<file path="config.mk">
export PLATFORM = sky130hd
export DESIGN_NAME = imu_tilt_fusion
export DESIGN_NICKNAME = d
export VERILOG_FILES = /design/src/sv/itf_pkg.sv /design/src/sv/imu_tilt_fusion.sv /design/src/sv/itf_cordic.sv
export SDC_FILE = /design/constraint.sdc
export NUM_CORES = 2
export LEC_CHECK = 0
export BUFFER_PORTS_ARGS = -buffer_cell sky130_fd_sc_hd__buf_2
export CAP_MARGIN = 20
export CORE_ASPECT_RATIO = 1.5
export CORE_MARGIN = 10
export CORE_UTILIZATION = 60
export DETAILED_ROUTE_END_ITERATION = 16
export GPL_ROUTABILITY_DRIVEN = 1
export HOLD_SLACK_MARGIN = 0.05
export PLACE_DENSITY = 0.77
export SLEW_MARGIN = 10
export SYNTH_ARGS = -nofsm -noshare
export SYNTH_HDL_FRONTEND = slang
export SYNTH_SLANG_ARGS = --single-unit
</file>
<file path="constraint.sdc">
create_clock -name clk -period 19.72 [get_ports clk]
set_input_delay 1.972 -clock clk [delete_from_list [all_inputs] [get_ports clk]]
set_output_delay 1.972 -clock clk [all_outputs]
set_load 0.02 [all_outputs]
</file>
<file path="src/sv/itf_pkg.sv">
`timescale 1ns / 1ps
`default_nettype none

package itf_pkg;

  localparam int CORDIC_STEPS_DEF = 16;

  localparam int InW     = 16;
  localparam int CfgW    = 24;
  localparam int CfgIdxW = 2;
  localparam int WgtW    = 17;
  localparam int ScaleW  = 24;
  localparam int GainW   = 8;
  localparam int OutW    = 32;

  localparam int TabIdxW = 5;
  localparam int AngW    = 26;
  localparam int CordW   = 36;
  localparam int MulAW   = 32;
  localparam int MulBW   = 18;
  localparam int ProdW   = 50;
  localparam int SumW    = 52;
  localparam int GzW     = 25;
  localparam int PcW     = 5;

  localparam logic signed [AngW-1:0] DEG180 = AngW'(11796480);

  localparam logic [CfgIdxW-1:0] CFG_ACCEL_WEIGHT = 2'd0;
  localparam logic [CfgIdxW-1:0] CFG_GYRO_SCALE   = 2'd1;
  localparam logic [CfgIdxW-1:0] CFG_YAW_GAIN     = 2'd2;
  localparam logic [CfgIdxW-1:0] CFG_YAW_BIAS     = 2'd3;

  typedef enum logic [4:0] {
    UOP_MUL_GY,
    UOP_INT_ROLL,
    UOP_MUL_GX,
    UOP_INT_PITCH,
    UOP_MUL_GZ,
    UOP_SAVE_GZ,
    UOP_MUL_YAW,
    UOP_ACC_YAW,
    UOP_LOAD_ROLL,
    UOP_CORDIC,
    UOP_MUL_WA,
    UOP_MUL_WB_ROLL,
    UOP_FUSE_ROLL,
    UOP_LOAD_PITCH,
    UOP_MUL_WB_PITCH,
    UOP_FUSE_PITCH,
    UOP_EMIT
  } uop_t;

  typedef enum logic [1:0] {
    COND_NEXT,
    COND_CORDIC,
    COND_OUT
  } cond_t;

  typedef struct packed {
    uop_t           op;
    cond_t          cond;
    logic [PcW-1:0] target;
  } ucw_t;

  typedef struct packed {
    logic load;
    logic step;
  } cordic_ctl_t;

  typedef struct packed {
    logic done;
  } cordic_sts_t;

  localparam logic [PcW-1:0] PC_CORD_ROLL  = 5'd9;
  localparam logic [PcW-1:0] PC_CORD_PITCH = 5'd14;
  localparam logic [PcW-1:0] PC_EMIT       = 5'd18;

  function automatic logic signed [AngW-1:0] atan_deg(input logic [TabIdxW-1:0] i);
    logic signed [AngW-1:0] v;
    case (i)
      5'd0:    v = AngW'(2949120);
      5'd1:    v = AngW'(1740967);
      5'd2:    v = AngW'(919879);
      5'd3:    v = AngW'(466945);
      5'd4:    v = AngW'(234379);
      5'd5:    v = AngW'(117304);
      5'd6:    v = AngW'(58666);
      5'd7:    v = AngW'(29335);
      5'd8:    v = AngW'(14668);
      5'd9:    v = AngW'(7334);
      5'd10:   v = AngW'(3667);
      5'd11:   v = AngW'(1833);
      5'd12:   v = AngW'(917);
      5'd13:   v = AngW'(458);
      5'd14:   v = AngW'(229);
      5'd15:   v = AngW'(115);
      5'd16:   v = AngW'(57);
      5'd17:   v = AngW'(29);
      5'd18:   v = AngW'(14);
      5'd19:   v = AngW'(7);
      5'd20:   v = AngW'(4);
      5'd21:   v = AngW'(2);
      5'd22:   v = AngW'(1);
      default: v = '0;
    endcase
    return v;
  endfunction

  function automatic ucw_t ucode(input logic [PcW-1:0] pc);
    ucw_t w;
    case (pc)
      5'd0:    w = '{UOP_MUL_GY,       COND_NEXT,   '0};
      5'd1:    w = '{UOP_INT_ROLL,     COND_NEXT,   '0};
      5'd2:    w = '{UOP_MUL_GX,       COND_NEXT,   '0};
      5'd3:    w = '{UOP_INT_PITCH,    COND_NEXT,   '0};
      5'd4:    w = '{UOP_MUL_GZ,       COND_NEXT,   '0};
      5'd5:    w = '{UOP_SAVE_GZ,      COND_NEXT,   '0};
      5'd6:    w = '{UOP_MUL_YAW,      COND_NEXT,   '0};
      5'd7:    w = '{UOP_ACC_YAW,      COND_NEXT,   '0};
      5'd8:    w = '{UOP_LOAD_ROLL,    COND_NEXT,   '0};
      5'd9:    w = '{UOP_CORDIC,       COND_CORDIC, PC_CORD_ROLL};
      5'd10:   w = '{UOP_MUL_WA,       COND_NEXT,   '0};
      5'd11:   w = '{UOP_MUL_WB_ROLL,  COND_NEXT,   '0};
      5'd12:   w = '{UOP_FUSE_ROLL,    COND_NEXT,   '0};
      5'd13:   w = '{UOP_LOAD_PITCH,   COND_NEXT,   '0};
      5'd14:   w = '{UOP_CORDIC,       COND_CORDIC, PC_CORD_PITCH};
      5'd15:   w = '{UOP_MUL_WA,       COND_NEXT,   '0};
      5'd16:   w = '{UOP_MUL_WB_PITCH, COND_NEXT,   '0};
      5'd17:   w = '{UOP_FUSE_PITCH,   COND_NEXT,   '0};
      5'd18:   w = '{UOP_EMIT,         COND_OUT,    PC_EMIT};
      default: w = '{UOP_EMIT,         COND_OUT,    PC_EMIT};
    endcase
    return w;
  endfunction

endpackage

`default_nettype wire

</file>
<file path="src/sv/imu_tilt_fusion.sv">
// Six-axis tilt estimator with a complementary filter.
// Input channel: in_valid / in_stall with six signed 16-bit raw counts per beat.
// Result channel: out_valid / out_stall with roll, pitch and yaw in signed Q16.16.
// Config port: cfg_wr_en, cfg_index, cfg_wdata; write only while the block is idle.
// A beat is accepted when in_valid is high and in_stall is low. One result beat
// follows each accepted input beat.
// An atan2 with a zero first argument skips its iterations. One control word
// per cycle runs a shared 32x18 multiplier and an iterative CORDIC. in_stall
// stays high while a beat is in work, so a new beat is taken only once the
// last one is through. The result sits in an output register; if it still
// holds a result that out_stall keeps back at the end of the program, the
// last step holds until the register frees.
// Reset (rst_n low at a clock edge) clears the integrals and yaw, drops any
// beat in work and any pending result, and restores the config defaults.
`timescale 1ns / 1ps
`default_nettype none

module imu_tilt_fusion #(
  parameter int CORDIC_STEPS = itf_pkg::CORDIC_STEPS_DEF
) (
  input  wire                                   clk,
  input  wire                                   rst_n,
  input  wire                                   in_valid,
  output logic                                  in_stall,
  input  wire logic signed [itf_pkg::InW-1:0]   in_accel_x,
  input  wire logic signed [itf_pkg::InW-1:0]   in_accel_y,
  input  wire logic signed [itf_pkg::InW-1:0]   in_accel_z,
  input  wire logic signed [itf_pkg::InW-1:0]   in_gyro_x,
  input  wire logic signed [itf_pkg::InW-1:0]   in_gyro_y,
  input  wire logic signed [itf_pkg::InW-1:0]   in_gyro_z,
  output logic                                  out_valid,
  input  wire                                   out_stall,
  output logic signed [itf_pkg::OutW-1:0]       out_roll_angle,
  output logic signed [itf_pkg::OutW-1:0]       out_pitch_angle,
  output logic signed [itf_pkg::OutW-1:0]       out_yaw_angle,
  input  wire                                   cfg_wr_en,
  input  wire logic [itf_pkg::CfgIdxW-1:0]      cfg_index,
  input  wire logic [itf_pkg::CfgW-1:0]         cfg_wdata
);

  localparam int InW   = itf_pkg::InW;
  localparam int OutW  = itf_pkg::OutW;
  localparam int SumW  = itf_pkg::SumW;
  localparam int ProdW = itf_pkg::ProdW;
  localparam int MulAW = itf_pkg::MulAW;
  localparam int MulBW = itf_pkg::MulBW;
  localparam int GzW   = itf_pkg::GzW;
  localparam int PcW   = itf_pkg::PcW;

  localparam logic signed [SumW-1:0] SatMax = SumW'(2147483647);
  localparam logic signed [SumW-1:0] SatMin = -SatMax - SumW'(1);

  function automatic logic signed [SumW-17:0] rnd16(input logic signed [SumW-1:0] v);
    logic signed [SumW-1:0] t;
    t = v + SumW'(32768);
    return t[SumW-1:16];
  endfunction

  function automatic logic signed [OutW-1:0] sat32(input logic signed [SumW-1:0] v);
    logic signed [OutW-1:0] r;
    if (v > SatMax) begin
      r = SatMax[OutW-1:0];
    end else if (v < SatMin) begin
      r = SatMin[OutW-1:0];
    end else begin
      r = v[OutW-1:0];
    end
    return r;
  endfunction

  // config
  logic [itf_pkg::WgtW-1:0]   accel_weight_r;
  logic [itf_pkg::ScaleW-1:0] gyro_scale_r;
  logic [itf_pkg::GainW-1:0]  yaw_gain_r;
  logic signed [InW-1:0]      yaw_bias_r;

  // control
  logic [PcW-1:0] pc_r, pc_nxt;
  logic           busy_r, busy_nxt;
  logic           out_valid_r, out_valid_nxt;
  itf_pkg::ucw_t  ucw;
  logic           in_acc, out_full, emit_go;

  // state and datapath
  logic signed [OutW-1:0]  roll_int_r, pitch_int_r, yaw_r;
  logic signed [OutW-1:0]  roll_res_r, pitch_res_r;
  logic signed [OutW-1:0]  out_roll_r, out_pitch_r, out_yaw_r;
  logic signed [InW-1:0]   ax_r, ay_r, az_r, gx_r, gy_r, gz_raw_r;
  logic signed [GzW-1:0]   gz_r;
  logic signed [ProdW-1:0] prod_r, acc_r, prod_nxt;
  logic signed [MulAW-1:0] mul_a;
  logic signed [MulBW-1:0] mul_b, wgt, wgt_c;
  logic signed [OutW-1:0]  fused;

  itf_pkg::cordic_ctl_t         cctl;
  itf_pkg::cordic_sts_t         csts;
  logic signed [InW-1:0]        cy, cx;
  logic signed [itf_pkg::AngW-1:0] cz;

  assign ucw      = itf_pkg::ucode(pc_r);
  assign in_acc   = in_valid && !busy_r;
  assign out_full = out_valid_r && out_stall;
  assign emit_go  = busy_r && (ucw.op == itf_pkg::UOP_EMIT) && !out_full;

  assign in_stall        = busy_r;
  assign out_valid       = out_valid_r;
  assign out_roll_angle  = out_roll_r;
  assign out_pitch_angle = out_pitch_r;
  assign out_yaw_angle   = out_yaw_r;

  // sequencer
  always_comb begin
    pc_nxt   = pc_r;
    busy_nxt = busy_r;
    if (in_acc) begin
      pc_nxt   = '0;
      busy_nxt = 1'b1;
    end else if (busy_r) begin
      case (ucw.cond)
        itf_pkg::COND_NEXT: begin
          pc_nxt = pc_r + 1'b1;
        end
        itf_pkg::COND_CORDIC: begin
          pc_nxt = csts.done ? pc_r + 1'b1 : ucw.target;
        end
        itf_pkg::COND_OUT: begin
          if (out_full) begin
            pc_nxt = ucw.target;
          end else begin
            pc_nxt   = '0;
            busy_nxt = 1'b0;
          end
        end
        default: begin
          pc_nxt   = '0;
          busy_nxt = 1'b0;
        end
      endcase
    end
  end

  always_comb begin
    out_valid_nxt = out_valid_r && out_stall;
    if (emit_go) begin
      out_valid_nxt = 1'b1;
    end
  end

  // shared multiplier operand select
  assign wgt   = $signed(MulBW'(accel_weight_r));
  assign wgt_c = $signed(MulBW'(65536)) - wgt;

  always_comb begin
    case (ucw.op)
      itf_pkg::UOP_MUL_GY: begin
        mul_a = $signed(MulAW'(gyro_scale_r));
        mul_b = MulBW'(gy_r);
      end
      itf_pkg::UOP_MUL_GX: begin
        mul_a = $signed(MulAW'(gyro_scale_r));
        mul_b = MulBW'(gx_r);
      end
      itf_pkg::UOP_MUL_GZ: begin
        mul_a = $signed(MulAW'(gyro_scale_r));
        mul_b = MulBW'(gz_raw_r);
      end
      itf_pkg::UOP_MUL_YAW: begin
        mul_a = MulAW'(gz_r);
        mul_b = $signed(MulBW'(yaw_gain_r));
      end
      itf_pkg::UOP_MUL_WA: begin
        mul_a = MulAW'(cz);
        mul_b = wgt;
      end
      itf_pkg::UOP_MUL_WB_ROLL: begin
        mul_a = roll_int_r;
        mul_b = wgt_c;
      end
      itf_pkg::UOP_MUL_WB_PITCH: begin
        mul_a = pitch_int_r;
        mul_b = wgt_c;
      end
      default: begin
        mul_a = '0;
        mul_b = '0;
      end
    endcase
  end

  assign prod_nxt = ProdW'(mul_a) * ProdW'(mul_b);
  assign fused    = sat32(SumW'(rnd16(SumW'(acc_r) + SumW'(prod_r))));

  // CORDIC control
  assign cctl.load = busy_r && ((ucw.op == itf_pkg::UOP_LOAD_ROLL) ||
                                (ucw.op == itf_pkg::UOP_LOAD_PITCH));
  assign cctl.step = busy_r && (ucw.op == itf_pkg::UOP_CORDIC);
  assign cy        = (ucw.op == itf_pkg::UOP_LOAD_PITCH) ? ax_r : ay_r;
  assign cx        = az_r;

  itf_cordic #(
    .STEPS (CORDIC_STEPS)
  ) u_cordic (
    .clk   (clk),
    .rst_n (rst_n),
    .ctl   (cctl),
    .y_in  (cy),
    .x_in  (cx),
    .sts   (csts),
    .z_out (cz)
  );

  // control and architectural state
  always_ff @(posedge clk) begin
    if (!rst_n) begin
      pc_r           <= '0;
      busy_r         <= 1'b0;
      out_valid_r    <= 1'b0;
      accel_weight_r <= itf_pkg::WgtW'(62259);
      gyro_scale_r   <= itf_pkg::ScaleW'(374806);
      yaw_gain_r     <= itf_pkg::GainW'(20);
      yaw_bias_r     <= InW'(1029);
      roll_int_r     <= '0;
      pitch_int_r    <= '0;
      yaw_r          <= '0;
    end else begin
      pc_r        <= pc_nxt;
      busy_r      <= busy_nxt;
      out_valid_r <= out_valid_nxt;
      if (cfg_wr_en) begin
        case (cfg_index)
          itf_pkg::CFG_ACCEL_WEIGHT: accel_weight_r <= cfg_wdata[itf_pkg::WgtW-1:0];
          itf_pkg::CFG_GYRO_SCALE:   gyro_scale_r   <= cfg_wdata[itf_pkg::ScaleW-1:0];
          itf_pkg::CFG_YAW_GAIN:     yaw_gain_r     <= cfg_wdata[itf_pkg::GainW-1:0];
          itf_pkg::CFG_YAW_BIAS:     yaw_bias_r     <= $signed(cfg_wdata[InW-1:0]);
          default: begin
          end
        endcase
      end
      if (busy_r) begin
        case (ucw.op)
          itf_pkg::UOP_INT_ROLL: begin
            roll_int_r <= sat32(SumW'(roll_int_r) + SumW'(rnd16(SumW'(prod_r))));
          end
          itf_pkg::UOP_INT_PITCH: begin
            pitch_int_r <= sat32(SumW'(pitch_int_r) + SumW'(rnd16(SumW'(prod_r))));
          end
          itf_pkg::UOP_ACC_YAW: begin
            yaw_r <= sat32(SumW'(yaw_r) + SumW'(prod_r) + SumW'(yaw_bias_r));
          end
          default: begin
          end
        endcase
      end
    end
  end

  // payload
  always_ff @(posedge clk) begin
    if (in_acc) begin
      ax_r     <= in_accel_x;
      ay_r     <= in_accel_y;
      az_r     <= in_accel_z;
      gx_r     <= in_gyro_x;
      gy_r     <= in_gyro_y;
      gz_raw_r <= in_gyro_z;
    end
    if (busy_r) begin
      case (ucw.op)
        itf_pkg::UOP_MUL_GY, itf_pkg::UOP_MUL_GX, itf_pkg::UOP_MUL_GZ,
        itf_pkg::UOP_MUL_YAW, itf_pkg::UOP_MUL_WA: begin
          prod_r <= prod_nxt;
        end
        itf_pkg::UOP_MUL_WB_ROLL, itf_pkg::UOP_MUL_WB_PITCH: begin
          acc_r  <= prod_r;
          prod_r <= prod_nxt;
        end
        itf_pkg::UOP_SAVE_GZ: begin
          gz_r <= GzW'(rnd16(SumW'(prod_r)));
        end
        itf_pkg::UOP_FUSE_ROLL: begin
          roll_res_r <= fused;
        end
        itf_pkg::UOP_FUSE_PITCH: begin
          pitch_res_r <= fused;
        end
        default: begin
        end
      endcase
    end
    if (emit_go) begin
      out_roll_r  <= roll_res_r;
      out_pitch_r <= pitch_res_r;
      out_yaw_r   <= yaw_r;
    end
  end

endmodule

`default_nettype wire

</file>
<file path="src/sv/itf_cordic.sv">
`timescale 1ns / 1ps
`default_nettype none

module itf_cordic #(
  parameter int STEPS = itf_pkg::CORDIC_STEPS_DEF
) (
  input  wire                                     clk,
  input  wire                                     rst_n,
  input  wire itf_pkg::cordic_ctl_t               ctl,
  input  wire logic signed [itf_pkg::InW-1:0]     y_in,
  input  wire logic signed [itf_pkg::InW-1:0]     x_in,
  output itf_pkg::cordic_sts_t                    sts,
  output logic signed [itf_pkg::AngW-1:0]         z_out
);

  localparam int CntW  = $clog2(STEPS + 1);
  localparam int CordW = itf_pkg::CordW;
  localparam int AngW  = itf_pkg::AngW;

  logic signed [CordW-1:0] x_r, y_r, x_nxt, y_nxt;
  logic signed [AngW-1:0]  z_r, z_nxt;
  logic [CntW-1:0]         cnt_r;
  logic                    skip_r;

  logic signed [itf_pkg::InW:0] xe, ye, xa, ya;
  logic signed [CordW-1:0]      xs, ys;
  logic signed [AngW-1:0]       z_ld, tab;
  logic                         done;

  assign done     = skip_r || (cnt_r == CntW'(STEPS));
  assign sts.done = done;
  assign z_out    = z_r;

  always_comb begin
    xe = (itf_pkg::InW + 1)'(x_in);
    ye = (itf_pkg::InW + 1)'(y_in);
    xa = x_in[itf_pkg::InW-1] ? -xe : xe;
    ya = x_in[itf_pkg::InW-1] ? -ye : ye;
    if (x_in[itf_pkg::InW-1]) begin
      z_ld = y_in[itf_pkg::InW-1] ? -itf_pkg::DEG180 : itf_pkg::DEG180;
    end else begin
      z_ld = '0;
    end
    xs  = x_r >>> cnt_r;
    ys  = y_r >>> cnt_r;
    tab = itf_pkg::atan_deg(itf_pkg::TabIdxW'(cnt_r));
    if (y_r > 0) begin
      x_nxt = x_r + ys;
      y_nxt = y_r - xs;
      z_nxt = z_r + tab;
    end else begin
      x_nxt = x_r - ys;
      y_nxt = y_r + xs;
      z_nxt = z_r - tab;
    end
  end

  always_ff @(posedge clk) begin
    if (!rst_n) begin
      cnt_r  <= '0;
      skip_r <= 1'b1;
    end else if (ctl.load) begin
      cnt_r  <= '0;
      skip_r <= (y_in == '0);
    end else if (ctl.step && !done) begin
      cnt_r  <= cnt_r + 1'b1;
    end
  end

  always_ff @(posedge clk) begin
    if (ctl.load) begin
      x_r <= CordW'(xa) <<< 16;
      y_r <= CordW'(ya) <<< 16;
      z_r <= z_ld;
    end else if (ctl.step && !done) begin
      x_r <= x_nxt;
      y_r <= y_nxt;
      z_r <= z_nxt;
    end
  end

endmodule

`default_nettype wire

</file>
== Word-level counts from Yosys, hierarchy flattened ==
Memory sizes are Yosys's and may differ from the RTL's. A register that Yosys moved wholly into a read port is not among the register bits.
Cells that the tools add are included.
Word-level totals
  bits in registers: 653
  bits in read-only memories: 1088
  input port bits: 127
  logic and storage cells: 157
  memories: 2
Memory list
  (no name shown): words 32, bits a word 22, rd ports 1, clocked after Yosys merged registers in 1, wr ports 0, line itf_pkg.sv:80  | case (i)
  (no name shown): words 32, bits a word 12, rd ports 1, clocked after Yosys merged registers in 1, wr ports 0, line itf_pkg.sv:111  | case (pc)
Operators by class
  $add $sub $neg: 18
  multiply operators: 1
  order comparisons: 9
  equality and inequality tests: 22
  shift operators: 2
  mux-type cells: 36
  bitwise gates (word level): 1
  reduce and logical (&&, ||, !) cells: 35
Operators by type and width (count)
  $mux W32: 8
  $mux W36: 6
  $pmux W32 S5: 1
  $mux W26: 5
  $gt A36 B32 Y1 const B: 3
  $lt A36 B32 Y1 const B: 3
  $pmux W18 S6: 1
  $add A32 B35 Y36: 2
  $add A36 B36 Y36: 2
  $sshr A36 B5 Y36: 2
  $sub A36 B36 Y36: 2
  $add A51 B16 Y52: 1
  $add A51 B17 Y52 const B: 1
  $gt A52 B32 Y1 const B: 1
  $lt A52 B32 Y1 const B: 1
  $add A32 B50 Y51: 1
  $add A50 B17 Y51 const B: 1
  $add A50 B50 Y51: 1
  $mul A32 B18 Y50: 1
  $eq A5 B4 Y1 const B: 8
  $gt A36 B1 Y1 const B: 1
  $mux W17: 2
  $neg A16 Y17: 2
  $mux W5: 6
  other kinds (26): 62

== Depth between registers and ports, before layout ==
  word-level depth: 6
  mapped depth: 37
  depth with buffers taken out: 35

== Hierarchy ==
Synthesis repeated with hierarchy kept, for this count alone.
Second synthesis, totals
  cell total of the unflattened synthesis: 7336
  area, all modules: 68503.2 um2
By module, submodules not included
  imu_tilt_fusion: instances 1, cells each 5235, area an instance 50945.1 um2
  itf_cordic: instances 1, cells each 2101, area an instance 17558.1 um2

== Least setup slack after synthesis ==
Ideal clock, no wire load.
  path kind: register to register
  from: reg ucw[6] (netlist name)
  to: reg prod_r[48], data pin
  arrival time: 9111 ps
  data required time: 19462 ps
  slack: 10351 ps
  stages on the path, launching flop included: 34
  path buffers: 5
  clock period less this slack: 9369 ps
  path through: dfxtp_1 clkbuf_1 nor4_1 or2_2 clkbuf_1 clkbuf_1 a221o_1 clkbuf_1 clkbuf_1 nand2_1 fa_1 inv_1 fa_1 inv_1 fa_1 inv_1 fa_1 fa_1 inv_1 fa_1 inv_1 ha_1 a21o_1 a21o_1 a21o_1 a211oi_1 nor2_1 o41ai_1 o31ai_1 a211oi_1 o21ai_0 a31o_2 a311o_1 xor2_1
RTL lines
  end signal, assigned: line imu_tilt_fusion.sv:271  | prod_r <= prod_nxt;
  end signal, assigned: line imu_tilt_fusion.sv:275  | prod_r <= prod_nxt;
  end, declared: line imu_tilt_fusion.sv:90  | logic signed [ProdW-1:0] prod_r, acc_r, prod_nxt;

== Final worst setup path ==
  from: reg ucw[10] (netlist name)
  to: reg prod_r[48], data pin
Between the ends
  longest elaborated chain between the ends: 4
  elaborated cells on any way between the ends: 12
RTL lines
  $eq A5 B2 Y1, or another cell as far along: line imu_tilt_fusion.sv:154  | case (ucw.op)
  $reduce_or A3 Y1 (no line) or $reduce_or A2 Y1 (tied branches)
  $pmux W32 S5 or $pmux W18 S6 (tied branches): line imu_tilt_fusion.sv:154
  $mul A32 B18 Y50 (*): line imu_tilt_fusion.sv:190  | assign prod_nxt = ProdW'(mul_a) * ProdW'(mul_b);
  net prod_nxt[48]: line imu_tilt_fusion.sv:90
Mark *: on every way through the listed nets, which the timed path passes. The rest lies on a longest branch.
A chain may end at the register's enable or synchronous reset.

==> results_dict.tcl <==
set metrics [dict create \
    status "finished clean" \
    synth_seq_cells 684 \
    row_count 150 \
    critPathCaptureType "flip-flop" \
    grt_pass1_vias 57810 \
    grt_start_max_net_pins 75 \
    area_delta_synth_final_pct 7.765 \
    wl_um 231700 \
    post-place-ws_ns 8.819 \
    leakagePower_nw 31.87 \
    nets 8560 \
    hold_viol 0 \
    core_area_mm2 0.1117 \
    first_iter_violations 4787 \
    die_w_um 293.9 \
    dr.pass1.iters 8 \
    grtUsageTotal_pct 36.36 \
    worst-r2r-cell-count 35 \
    fin_util_pct 65.14 \
    io_buffers 224 \
    seqCellArea_mm2 0.01818 \
    post-cts-setup-buffer-count 0 \
    drc 0 \
    cts_buffers 71 \
    die_area_mm2 0.1266 \
    synthArstFlopShare_pct 0 \
    p_per_area_mw_per_mm2 112.5 \
    drive_gt1_share_pct 9.408 \
    grt_pass1_wl_um 347200 \
    antenna_found_initial 24 \
    min_period_ns 11.33 \
    crit_arrival_ns 11.79 \
    yosys_warnings 0 \
    overflow 0 \
    cap_viol_max_count 0 \
    dp_hpwl_um 182100 \
    worstPathRequired_ns 20.18 \
    finalMaxSlewViolations 0 \
    fmax_mhz 88.25 \
    r2r-start "ucw[10]" \
    rr_endpoint "prod_r[48]" \
    grt_setup_unrepaired "no" \
    clockBufferDepth 3 \
    path_class "reg -> reg" \
    cts_hold_buf 0 \
    yosys.cell_types.count 94 \
    cts.clk_slew.worst_paths_ns 0.07 \
    fin_ws_ns 8.388 \
    via_count 56730 \
    wl_per_cell_um 26.09 \
    yosysTopAreaCellShare_pct 19.89 \
    setup-tns-final_ns 0 \
    ir_drop_mv 0.2578 \
    cts-root-buf "clkbuf_16" \
    ios 225 \
    avgViaCountPerCell 6.388 \
    clk_latency_ns 0.72 \
    syn-instance-count 7298 \
    worstHoldStart "pitch_res_r[0]" \
    ys_seq_area_share_pct 26.92 \
    startpoint_type "flip-flop" \
    synth_largest_area_cell "edfxtp_1" \
    holdCritPathClass "reg -> reg" \
    htree_levels 3 \
    min_to "out_pitch_angle[0]" \
    synth_ff_type "edfxtp_1" \
    cts_sinks 684 \
    synth.area.top_cells "edfxtp_1, fa_1, ha_1, dfxtp_1, nand2_1" \
    dieHeight_um 430.8 \
    avgSynthCellArea_um2 9.248 \
    cts_tree "built" \
    critPathMaxStageDelay_ns 0.95 \
    ant_nets 0 \
    skew_ns 0.03928 \
    synth-edff-count 447 \
    crit_fanout 27 \
    start_util_pct 60.44 \
    syn_area_mm2 0.06749 \
    syn_nets 8487 \
    reg2reg_slack_ns 8.39 \
    multi_input_area_mm2 0.04503 \
    fill_cells 8996 \
    min_path_cells 0 \
    period_share_pct 57.46 \
    setup_viol 0 \
    slowest_stage "a211o_1" \
    hold_ws_ns 0.4173 \
    worst_pin_slew_ns 1.214 \
    cts_resized 0 \
    worst_slew_margin_rel_pct 16.98 \
    gp_congestion 1.034 \
]
final cells by class:
| class | instances | area share [%] |
|---|---|---|
| antenna | 6 | 0.02064 |
| clock buffer | 80 | 2.518 |
| clock inverter | 52 | 1.006 |
| inverter | 833 | 4.300 |
| timing repair buffer | 339 | 2.763 |
| tap | 1444 | 2.484 |
| multi-input combinational | 5442 | 61.91 |
| sequential | 684 | 24.99 |
kinds of logic (layout without fill, tap and decap cells):
kind of cell	after synthesis	in the layout	share of synthesized area, %
adders and majority gates	1062	1062	26.46
DFF	684	684	26.92
other	0	6	0
xor gates and xnor gates	406	406	5.268
and+or+nand+nor	2195	2195	14.82
muxes	217	217	5.128
AOI/OAI and AO/OA	1562	1562	14.73
buffers and inverters	1172	1304	6.677
worst max path at each step:
stage,startpoint,cells after the start,slack (ns),endpoint
3_5_place_dp,ucw[10],35,8.82,prod_r[48]
3_3_place_gp,ucw[7],33,9.09,prod_r[48]
2_1_floorplan,ucw[6],33,10.35,prod_r[48]
5_1_grt,ucw[10],35,7.91,prod_r[48]
4_1_cts,ucw[10],35,8.77,prod_r[48]
6_report,ucw[10],35,8.39,prod_r[48]
worst max-delay path: cells and delay by family, from the launching register on:
family / cells / cell delay, ns
adders and majority gates: 7 / 3.35
and+or+nand+nor: 6 / 1.50
buffers and inverters: 9 / 1.10
AOI/OAI and AO/OA: 12 / 4.37
DFF: 1 / 0.59
xor gates and xnor gates: 1 / 0.15
cells in the mapped netlist (186+ instances only):
cell type  count
nand2_1      982
inv_1        833
fa_1         609
ha_1         453
edfxtp_1     447
nor2_1       414
a21oi_1      409
o21ai_0      383
clkbuf_1     287
xnor2_1      239
dfxtp_1      237
nand3_1      186
flip-flops by register name, indices dropped and copies added (netlist names), 17 cells and up:
signal,flops
u_cordic.x_r,36
prod_r,50
u_cordic.y_r,36
roll_res_r,32
pitch_res_r,32
u_cordic.tab,22
acc_r,50
gz_r,25
u_cordic.z_out,26
roll_int_r,32
yaw_r,32
out_yaw_angle,32
gyro_scale_r,24
out_roll_angle,32
accel_weight_r,17
pitch_int_r,32
out_pitch_angle,32
metrics by stage:
step           power (mW)  cells  area [um2]
2_1_floorplan       4.875   7298       67490
3_3_place_gp        6.345   8735       70070
3_5_place_dp        6.391   8736       70080
4_1_cts             7.900   8868       72640
5_1_grt             8.632   8876       72730
6_report            8.180   8880       72740
metal layers:
layer  GRT usage [%]  wire length [um]  vias up
li1                -                 -    25170
met1           36.32             73820    27670
met2           62.89            114700     2800
met3           8.560             18450     1064
met4           31.52             24570       16
met5               0               117        -
placed cells by master (no fill, tap or decap), drive strengths merged, types with 167 or more instances in the layout:
master,instances
edfxtp,447
xor2,167
nand3,187
xnor2,239
nor2,414
buf,337
a21o,180
o21ai,397
dfxtp,237
fa,609
a21oi,411
nand2,983
inv,843
ha,453
power by group:
part / switching [mW] / internal [mW] / total (mW)
registers: 0.142 / 1.77 / 1.91
clock network: 0.642 / 0.848 / 1.49
logic: 3.09 / 1.69 / 4.78
Power figures use the tool's default switching activity.
